`src/sv/lgtp_pkg.sv`:
```
// ----------------------------------------------------------------------------
// lgtp_pkg
// Shared types and constants for the gait trajectory point pipeline.
// ----------------------------------------------------------------------------
package lgtp_pkg;

  localparam int unsigned QUO_W = 16;
  localparam int unsigned ANG_W = 16;

  localparam longint HALFPI_Q30 = 64'sd1686629713;
  localparam longint Q30_ONE    = 64'sd1073741824;
  localparam longint Q30_HALF   = 64'sd536870912;

  typedef logic [ANG_W-1:0] bangle_t;
  typedef logic signed [15:0] q15_t;

endpackage

```
`src/sv/lgtp_div.sv`:
```
// ----------------------------------------------------------------------------
// lgtp_div
// Pipelined restoring divider, one quotient bit per stage.
// ----------------------------------------------------------------------------
module lgtp_div #(
  parameter int unsigned DEN_W = 10
) (
  input  logic                               clk_i,
  input  logic                               en_i,
  input  logic [DEN_W-1:0]                   den_i,
  input  logic [DEN_W+lgtp_pkg::QUO_W-1:0]   num_i,
  output logic [lgtp_pkg::QUO_W-1:0]         quo_o
);
  import lgtp_pkg::*;

  // quotient is known to fit QUO_W bits, so the upper bits seed the remainder
  logic [DEN_W-1:0] rem_q [QUO_W-1];
  logic [QUO_W-1:0] wrk_q [QUO_W];

  for (genvar s = 0; s < QUO_W; s++) begin : g_stage
    logic [DEN_W-1:0] rem_src;
    logic [QUO_W-1:0] wrk_src;
    logic [DEN_W:0]   trial;
    logic             ge;

    if (s == 0) begin : g_first
      assign rem_src = num_i[DEN_W+QUO_W-1:QUO_W];
      assign wrk_src = num_i[QUO_W-1:0];
    end else begin : g_next
      assign rem_src = rem_q[s-1];
      assign wrk_src = wrk_q[s-1];
    end

    assign trial = {rem_src, wrk_src[QUO_W-1]};
    assign ge    = trial >= {1'b0, den_i};

    always_ff @(posedge clk_i) begin
      if (en_i) begin
        wrk_q[s] <= {wrk_src[QUO_W-2:0], ge};
      end
    end

    if (s < QUO_W - 1) begin : g_rem
      always_ff @(posedge clk_i) begin
        if (en_i) begin
          rem_q[s] <= ge ? DEN_W'(trial - {1'b0, den_i}) : trial[DEN_W-1:0];
        end
      end
    end
  end

  assign quo_o = wrk_q[QUO_W-1];

endmodule

```
`config.mk`:
```
export PLATFORM = sky130hd
export DESIGN_NAME = lgtp_div
export DESIGN_NICKNAME = d
export VERILOG_FILES = /design/src/sv/lgtp_pkg.sv /design/src/sv/lgtp_div.sv
export SDC_FILE = /design/constraint.sdc
export NUM_CORES = 1
export LEC_CHECK = 0
export ABC_AREA = 1
export BUFFER_PORTS_ARGS = -buffer_cell sky130_fd_sc_hd__buf_2
export CAP_MARGIN = 10
export CELL_PAD_IN_SITES_DETAIL_PLACEMENT = 1
export CELL_PAD_IN_SITES_GLOBAL_PLACEMENT = 1
export CORE_MARGIN = 3
export CORE_UTILIZATION = 36
export CTS_CLUSTER_DIAMETER = 150
export DETAILED_ROUTE_END_ITERATION = 6
export GPL_ROUTABILITY_DRIVEN = 1
export GPL_TIMING_DRIVEN = 0
export PLACE_DENSITY_LB_ADDON = 0.1
export SLEW_MARGIN = 25
export SYNTH_ARGS = -nofsm -noshare
export SYNTH_HDL_FRONTEND = slang
export SYNTH_SLANG_ARGS = --single-unit
```
`constraint.sdc`:
```
create_clock -name clk_i -period 2.76 [get_ports clk_i]
set_input_delay 0.138 -clock clk_i [delete_from_list [all_inputs] [get_ports clk_i]]
set_output_delay 0.138 -clock clk_i [all_outputs]
set_load 0.05 [all_outputs]
```
==> results.json, run 1 <==
{
  "drv_cap": 0,
  "setup_viol": 0,
  "io_buffer_count": 53,
  "ys_seq_area_share_pct": 53.3,
  "critPathCapture": "rem_q[1][20]$_DFFE_PP_",
  "placed_area_um2": 24400,
  "r2r_end": "rem_q[1][20]$_DFFE_PP_",
  "first_global_vias": 17000,
  "grt_max_degree": 97,
  "postSynthAreaPerCell_um2": 9.58,
  "initial_core_util_pct": 36.7,
  "clock-skew-final_ns": 0.0147,
  "combPwrFrac_pct": 41.9,
  "yosysTopAreaCell": "edfxtp_1",
  "path_clk_slew_ns": 0.06,
  "pwr_density_cell_nw_per_um2": 1050,
  "ys_ff_latch": 406,
  "regArea_um2": 12200,
  "whs_ns": 0.00934,
  "hpwl_um": 38400,
  "synth_cell_types": 32,
  "totalWireLength_um": 54800,
  "period_minus_slack_ns": 2.23,
  "reg2reg_slack_ns": 0.53,
  "grt_setup_unrepaired": "false",
  "die_h_um": 258,
  "antenna_found_initial": 0,
  "end_kind": "flip-flop",
  "synthFlopType": "edfxtp_1",
  "syn_to_final_growth_pct": 14.6,
  "clockBufferDepth": 3,
  "fillers": 7098,
  "leakage_uw": 0.0119,
  "power_switching_uw": 10600,
  "clk_latency_ns": 0.58,
  "hold_viol": 0,
  "total_power_uw": 27500,
  "post_drt_via_cell_ratio": 4.74,
  "irDropWorstVdd_mv": 0.444,
  "synthArstFlopShare_pct": 0,
  "antenna_left": 0,
  "yosys_warnings": 0,
  "grt_overflow": 0,
  "cts_buffers": 48,
  "post-route-period-util_pct": 80.8,
  "cts_tree": "done",
  "synth_top_area_share_pct": 53.3,
  "grt_use_total_pct": 16.8,
  "io_pins": 54,
  "clock_power_share_pct": 23.3,
  "drive_above_1_share_pct": 12.1,
  "final_area_um2": 26200,
  "path_class": "flip-flop to flip-flop",
  "numClockSinks": 406,
  "root_buffer": "clkbuf_16",
  "cts_resized": 0,
  "syn_inst": 2387,
  "seqPwrFrac_pct": 34.8,
  "critPathRequiredTime_ns": 3.05,
  "design.die.area_um2": 66600,
  "routabilityCongestion": 0.831,
  "outcome": "finished, final reports clean",
  "fmax_mhz": 448,
  "startpoint_type": "flip-flop",
  "layout.nets": 2734,
  "core-area_um2": 62300,
  "p_int_uw": 16900,
  "htree_levels": 2,
  "max_slew_margin_pct": 39.5,
  "ff2ff_path_depth": 8,
  "worst_pin_slew_ns": 0.908,
  "vias": 16100,
  "grt_first_pass_wirelength_um": 89200,
  "remaining_drc_errors": 0,
  "first_iter_violations": 658,
  "multi_input_area_um2": 9310,
  "reg2reg_from": "rem_q[1][14]$_DFFE_PP_",
  "switching_share_pct": 38.6,
  "die_x_um": 258,
  "synth_most_common_cell": "nand2_1",
  "synthTopCellsByArea": "edfxtp_1 53%, nand2_1 14%, ha_1 8.8%",
  "crit_start": "rem_q[1][14]$_DFFE_PP_",
  "row_count": 91,
  "min_path_type": "primary input to flip-flop",
  "ys_top_cells_by_count": "863 x nand2_1, 406 x edfxtp_1, 286 x inv_1",
  "synth_area_um2": 22900,
  "wl_per_cell_um": 16.1,
  "synth_fp_nets": 2600,
  "arrival_ns": 2.53,
  "maxSlewViolCount": 0,
  "synth-edff-count": 406,
  "firstDrtPassIters": 4,
  "cp_max_fo": 6
}
-- registers in the layout (all words and copies together), names as in the netlist --
register  count
rem_q       150
wrk_q       256
-- kinds of logic (layout without fill, tap and decap cells) --
| kind of cell | after synthesis | count (layout) | share of synthesized area (%) |
|---|---|---|---|
| AND/OR/NAND/NOR | 1336 | 1336 | 26.4 |
| flip-flops | 406 | 406 | 53.3 |
| buffers and inverters | 318 | 486 | 5.98 |
| adder cells (fa/ha/maj) | 175 | 175 | 10.1 |
| AO/OA/AOI/OAI | 107 | 107 | 2.54 |
| XOR/XNOR | 45 | 45 | 1.72 |
| other | 0 | 1 | 0 |
-- final cells by class --
type,count,area share (%)
multi-input combinational,1663,35.5
antenna,1,0.00955
inverter,302,4.34
sequential,406,46.5
buffer,16,0.893
clock inverter,28,1.19
clock buffer,56,4.86
timing repair buffer,84,2.64
tap,837,4.00
-- worst max-delay path, stage by stage, from the launching register on --
cell and delay, ns:
edfxtp_1 0.39, ha_1 0.37, nand2_2 0.13, inv_1 0.04
a21oi_1 0.22, nand2_2 0.10, nand2_2 0.09, nand2_4 0.07
o21ai_0 0.53
-- how the worst min path moves through the flow --
stage	from	to	slack, ns	cells after the start
5_1_grt	en_i	wrk_q[0][13]$_DFFE_PP_	0.04	1
6_report	en_i	wrk_q[0][13]$_DFFE_PP_	0.009	1
4_1_cts	en_i	wrk_q[0][13]$_DFFE_PP_	0.03	1
2_1_floorplan	num_i[9]	wrk_q[0][10]$_DFFE_PP_	0.24	0
3_5_place_dp	num_i[8]	wrk_q[0][9]$_DFFE_PP_	0.32	1
3_3_place_gp	num_i[0]	wrk_q[0][1]$_DFFE_PP_	0.31	1
-- placed cells by master, fill, tap and decap left out, types with 49 or more instances in the layout --
| cell type | count |
|---|---|
| buf_2 | 52 |
| inv_1 | 277 |
| ha_1 | 160 |
| nand2_2 | 49 |
| nand3_2 | 55 |
| clkbuf_16 | 50 |
| edfxtp_1 | 406 |
| nor2_1 | 119 |
| nand3_1 | 155 |
| nand2_1 | 863 |
| a21oi_1 | 73 |
-- metrics by stage --
stage	utilization (%)	cells	setup WS (ns)	TNS, ns
after floorplan	-	2387	0.398	0
after global placement	38.8	3277	-4.52	-1914.03
after detailed placement	39.1	3283	0.151	0
after CTS	42.1	3392	0.555	0
after global routing	42.1	3392	0.442	0
final	42.1	3393	0.530	0
-- timing repair --
action	CTS	global route
endpoints found under the setup margin	0	0
buffers inserted	0	0
endpoints found under the hold margin	25	0
hold buffers	25	0
-- routing by layer --
layer	global-route usage, %	part of all wire (%)	vias to the layer above
li1	-	-	8168
met1	22.6	48	7706
met2	28.6	47	144
met3	2.20	2.8	65
met4	4.29	2.0	0
met5	0	0	-
-- power by group through the flow --
stage | combinational, uW | clock (uW) | sequential, uW
after CTS | 11700 | 6660 | 9600
after global placement | 11300 | 0 | 9760
after floorplan | 8690 | 0 | 9400
after global routing | 13300 | 6890 | 9730
final | 11500 | 6400 | 9570
after detailed placement | 11600 | 0 | 9700
No activity file was read; power rests on OpenSTA's default activity.
==> inputs of run 2 (changes only) <==
--- a/config.mk
+++ b/config.mk
@@ -5,7 +5,7 @@
 export SDC_FILE = /design/constraint.sdc
 export NUM_CORES = 1
 export LEC_CHECK = 0
-export ABC_AREA = 1
+export ABC_AREA = 0
 export BUFFER_PORTS_ARGS = -buffer_cell sky130_fd_sc_hd__buf_2
 export CAP_MARGIN = 10
 export CELL_PAD_IN_SITES_DETAIL_PLACEMENT = 1
==> constraint.sdc (replaced) <==
create_clock -name clk_i -period 1.85 [get_ports clk_i]
set_input_delay 0.0925 -clock clk_i [delete_from_list [all_inputs] [get_ports clk_i]]
set_output_delay 0.0925 -clock clk_i [all_outputs]
set_load 0.05 [all_outputs]
==> run 2 against run 1 <==
  * The flow now finishes with violations (setup timing)
  * Sequential share of layout area decreased by 6.5 points
  * Worst hold slack better by 0.030 ns
  * Fmax down 5.0%
  * Register-to-register slack got worse by 1.0 ns
  * Via count decreased by 17%
  * Sequential power grew 56%
  * Largest cell class unchanged
==> results.json, run 2 <==
{
  "wl_per_cell_um": 19.6,
  "antenna_found_initial": 0,
  "startpoint_type": "flip-flop",
  "post-route-period-util_pct": 127,
  "synthMuxAreaShare_pct": 9.03,
  "layout_commonest_cell": "edfxtp_1",
  "fin_tns_setup_ns": -44.73,
  "antenna_left": 0,
  "fillers": 5385,
  "hold_viol": 0,
  "layout.nets": 2072,
  "dp_cells": 2241,
  "regMostFlops": "wrk_q",
  "firstDrtPassIters": 4,
  "die_x_um": 247,
  "synth_most_common_cell": "edfxtp_1",
  "combPwrFrac_pct": 52.4,
  "synthArstFlopShare_pct": 0,
  "critPathRequiredTime_ns": 2.16,
  "cp_max_fo": 4,
  "synth_cell_types": 37,
  "violations": "setup timing",
  "largest_reg_flops": 256,
  "irDropWorstVdd_mv": 0.783,
  "final_util_pct": 53.4,
  "ys_top_cells_by_count": "406 x edfxtp_1, 160 x ha_1, 105 x mux2_4",
  "clk_latency_ns": 0.58,
  "totalWireLength_um": 52000,
  "ys_ff_latch": 406,
  "yosysTopAreaCell": "edfxtp_1",
  "remaining_drc_errors": 0,
  "clock_power_share_pct": 18.4,
  "grt_first_pass_wirelength_um": 75500,
  "cts_buffers": 47,
  "diodes": 0,
  "path_clk_slew_ns": 0.06,
  "post_drt_via_cell_ratio": 5.05,
  "synthFlopType": "edfxtp_1",
  "io_pins": 54,
  "synth-xor-area-share_pct": 4.38,
  "reg2reg_slack_ns": -0.50,
  "power_switching_uw": 16900,
  "synth_fp_nets": 1639,
  "end_kind": "flip-flop",
  "clockBufferDepth": 3,
  "synth_top_family_by_area": "adder cells",
  "synth_simple_gate_area_share_pct": 5.55,
  "leakage_uw": 0.0115,
  "die_h_um": 247,
  "arrival_ns": 2.66,
  "seqPwrFrac_pct": 29.2,
  "grt_use_total_pct": 15.7,
  "min_path_type": "primary input to flip-flop",
  "synthAdderAreaFrac_pct": 11.0,
  "dp_slack_ns": -1.17,
  "io_buffer_count": 53,
  "clock-skew-final_ns": 0.0221,
  "layout_common_cells": "406 x edfxtp_1, 244 x buf_4, 127 x ha_4",
  "first_iter_violations": 548,
  "yosys_warnings": 0,
  "synth_top_area_share_pct": 58.1,
  "synth-edff-count": 406,
  "switching_share_pct": 33.3,
  "setup_viol": 154,
  "initial_core_util_pct": 36.8,
  "postSynthAreaPerCell_um2": 14.7,
  "fin_ws_ns": -0.499,
  "fmax_mhz": 426,
  "placed_area_um2": 22400,
  "row_count": 87,
  "ys_seq_area_share_pct": 58.1,
  "grt_setup_unrepaired": "true",
  "vias": 13400,
  "design.die.area_um2": 61200,
  "top_regs": "wrk_q (256), rem_q (150)",
  "drive_above_1_share_pct": 52.7,
  "cts_tree": "done",
  "syn_to_final_growth_pct": 45.2,
  "maxSlewViolCount": 0,
  "period_minus_slack_ns": 2.35,
  "first_global_vias": 13700,
  "drv_cap": 0,
  "final_area_um2": 30500,
  "pwr_density_cell_nw_per_um2": 1670,
  "synth_compound_area_share_pct": 10.5,
  "htree_levels": 2,
  "grt_overflow": 0,
  "numClockSinks": 406,
  "grt_max_degree": 100,
  "synth_area_um2": 21000,
  "p_int_uw": 33900,
  "max_slew_margin_pct": 59.5,
  "outcome": "complete, but fails checks",
  "worst_pin_slew_ns": 0.601,
  "core-area_um2": 57000,
  "hpwl_um": 29100,
  "path_class": "flip-flop to flip-flop",
  "root_buffer": "clkbuf_16",
  "fin_cells": 2652,
  "routabilityCongestion": 0.807,
  "synthTopCellsByArea": "edfxtp_1 58%, ha_1 9.5%, mux2_4 7.5%",
  "syn_inst": 1426
}
==> run 2: changes by cell type after synthesis, sizes merged, moves of 30 or more <==
cell,delta
a21o,+35
a211oi,+30
nor2,-81
inv,-231
nand2,-848
o21a,+30
nand3,-183
mux2,+120
xnor2,+75
==> run 2: logic make-up (layout without fill, tap and decap cells) <==
| logic type | after synthesis | count (layout) |
|---|---|---|
| AO/OA/AOI/OAI | 298 | 298 |
| multiplexers | 135 | 135 |
| buffers and inverters | 70 | 540 |
| flip-flops | 406 | 406 |
| XOR/XNOR | 105 | 105 |
| AND/OR/NAND/NOR | 237 | 237 |
| adder cells (fa/ha/maj) | 175 | 175 |
==> run 2: area by class of cell <==
| class | count | area (um2) | share of cell area [%] |
|---|---|---|---|
| Clock buffer | 55 | 1230 | 4.03 |
| Timing Repair inverter | 1 | 8.76 | 0.0287 |
| Clock inverter | 31 | 330 | 1.08 |
| Inverter | 70 | 464 | 1.52 |
| Sequential cell | 406 | 12200 | 40.0 |
| Multi-Input combinational cell | 950 | 12000 | 39.4 |
| Tap cell | 756 | 946 | 3.10 |
| Timing Repair Buffer | 383 | 3290 | 10.8 |
==> run 2: worst paths after layout <==
path / startpoint / end / cells past startpoint
max: rem_q[0][75]$_DFFE_PP_ / rem_q[1][8]$_DFFE_PP_ / 8
min: num_i[16] / rem_q[0][1]$_DFFE_PP_ / 3
max reg2reg: rem_q[0][75]$_DFFE_PP_ / rem_q[1][8]$_DFFE_PP_ / 8
min reg2reg: wrk_q[1][99]$_DFFE_PP_ / wrk_q[1][116]$_DFFE_PP_ / 0
==> run 2: timing repair <==
| action | in CTS | in global routing |
|---|---|---|
| gates cloned | 1 | 0 |
| setup buffers | 107 | 195 |
| hold buffers | 27 | 0 |
| pin swaps | 86 | 146 |
| resized for setup | 395 | 254 |
| endpoints found under the setup margin | 166 | 163 |
| endpoints found under the hold margin | 64 | 0 |
==> run 2: worst max-delay path, cell delays in order, from the launching register on <==
cell and delay [ns]:
edfxtp_1 0.47, ha_4 0.32, a21oi_4 0.17, inv_2 0.07, a211oi_2 0.26, o21a_2 0.25, clkinv_4 0.10, buf_12 0.13
mux2_4 0.31
==> run 2: power groups by stage <==
stage | sequential [uW] | combinational [uW] | clock (uW)
final | 14900 | 26600 | 9340
after floorplan | 14100 | 12700 | 0
after detailed placement | 14500 | 15900 | 0
after CTS | 14700 | 21200 | 9650
after global routing | 15000 | 28600 | 10000
after global placement | 14600 | 15600 | 0
==> run 2: routing by layer <==
layer,up-vias,global-route usage [%],part of all wire (%)
li1,6435,-,-
met1,6761,20.3,45
met2,143,27.5,51
met3,62,2.50,2.5
met4,0,4.14,1.8
met5,-,0,0
==> run 2: stage by stage <==
stage	power (uW)	hold slack (ns)
floorplan	26800	0.191
global placement	30200	0.269
detailed placement	30400	0.271
CTS	45600	0.0217
global route	53600	0.0481
finish	50800	0.0392
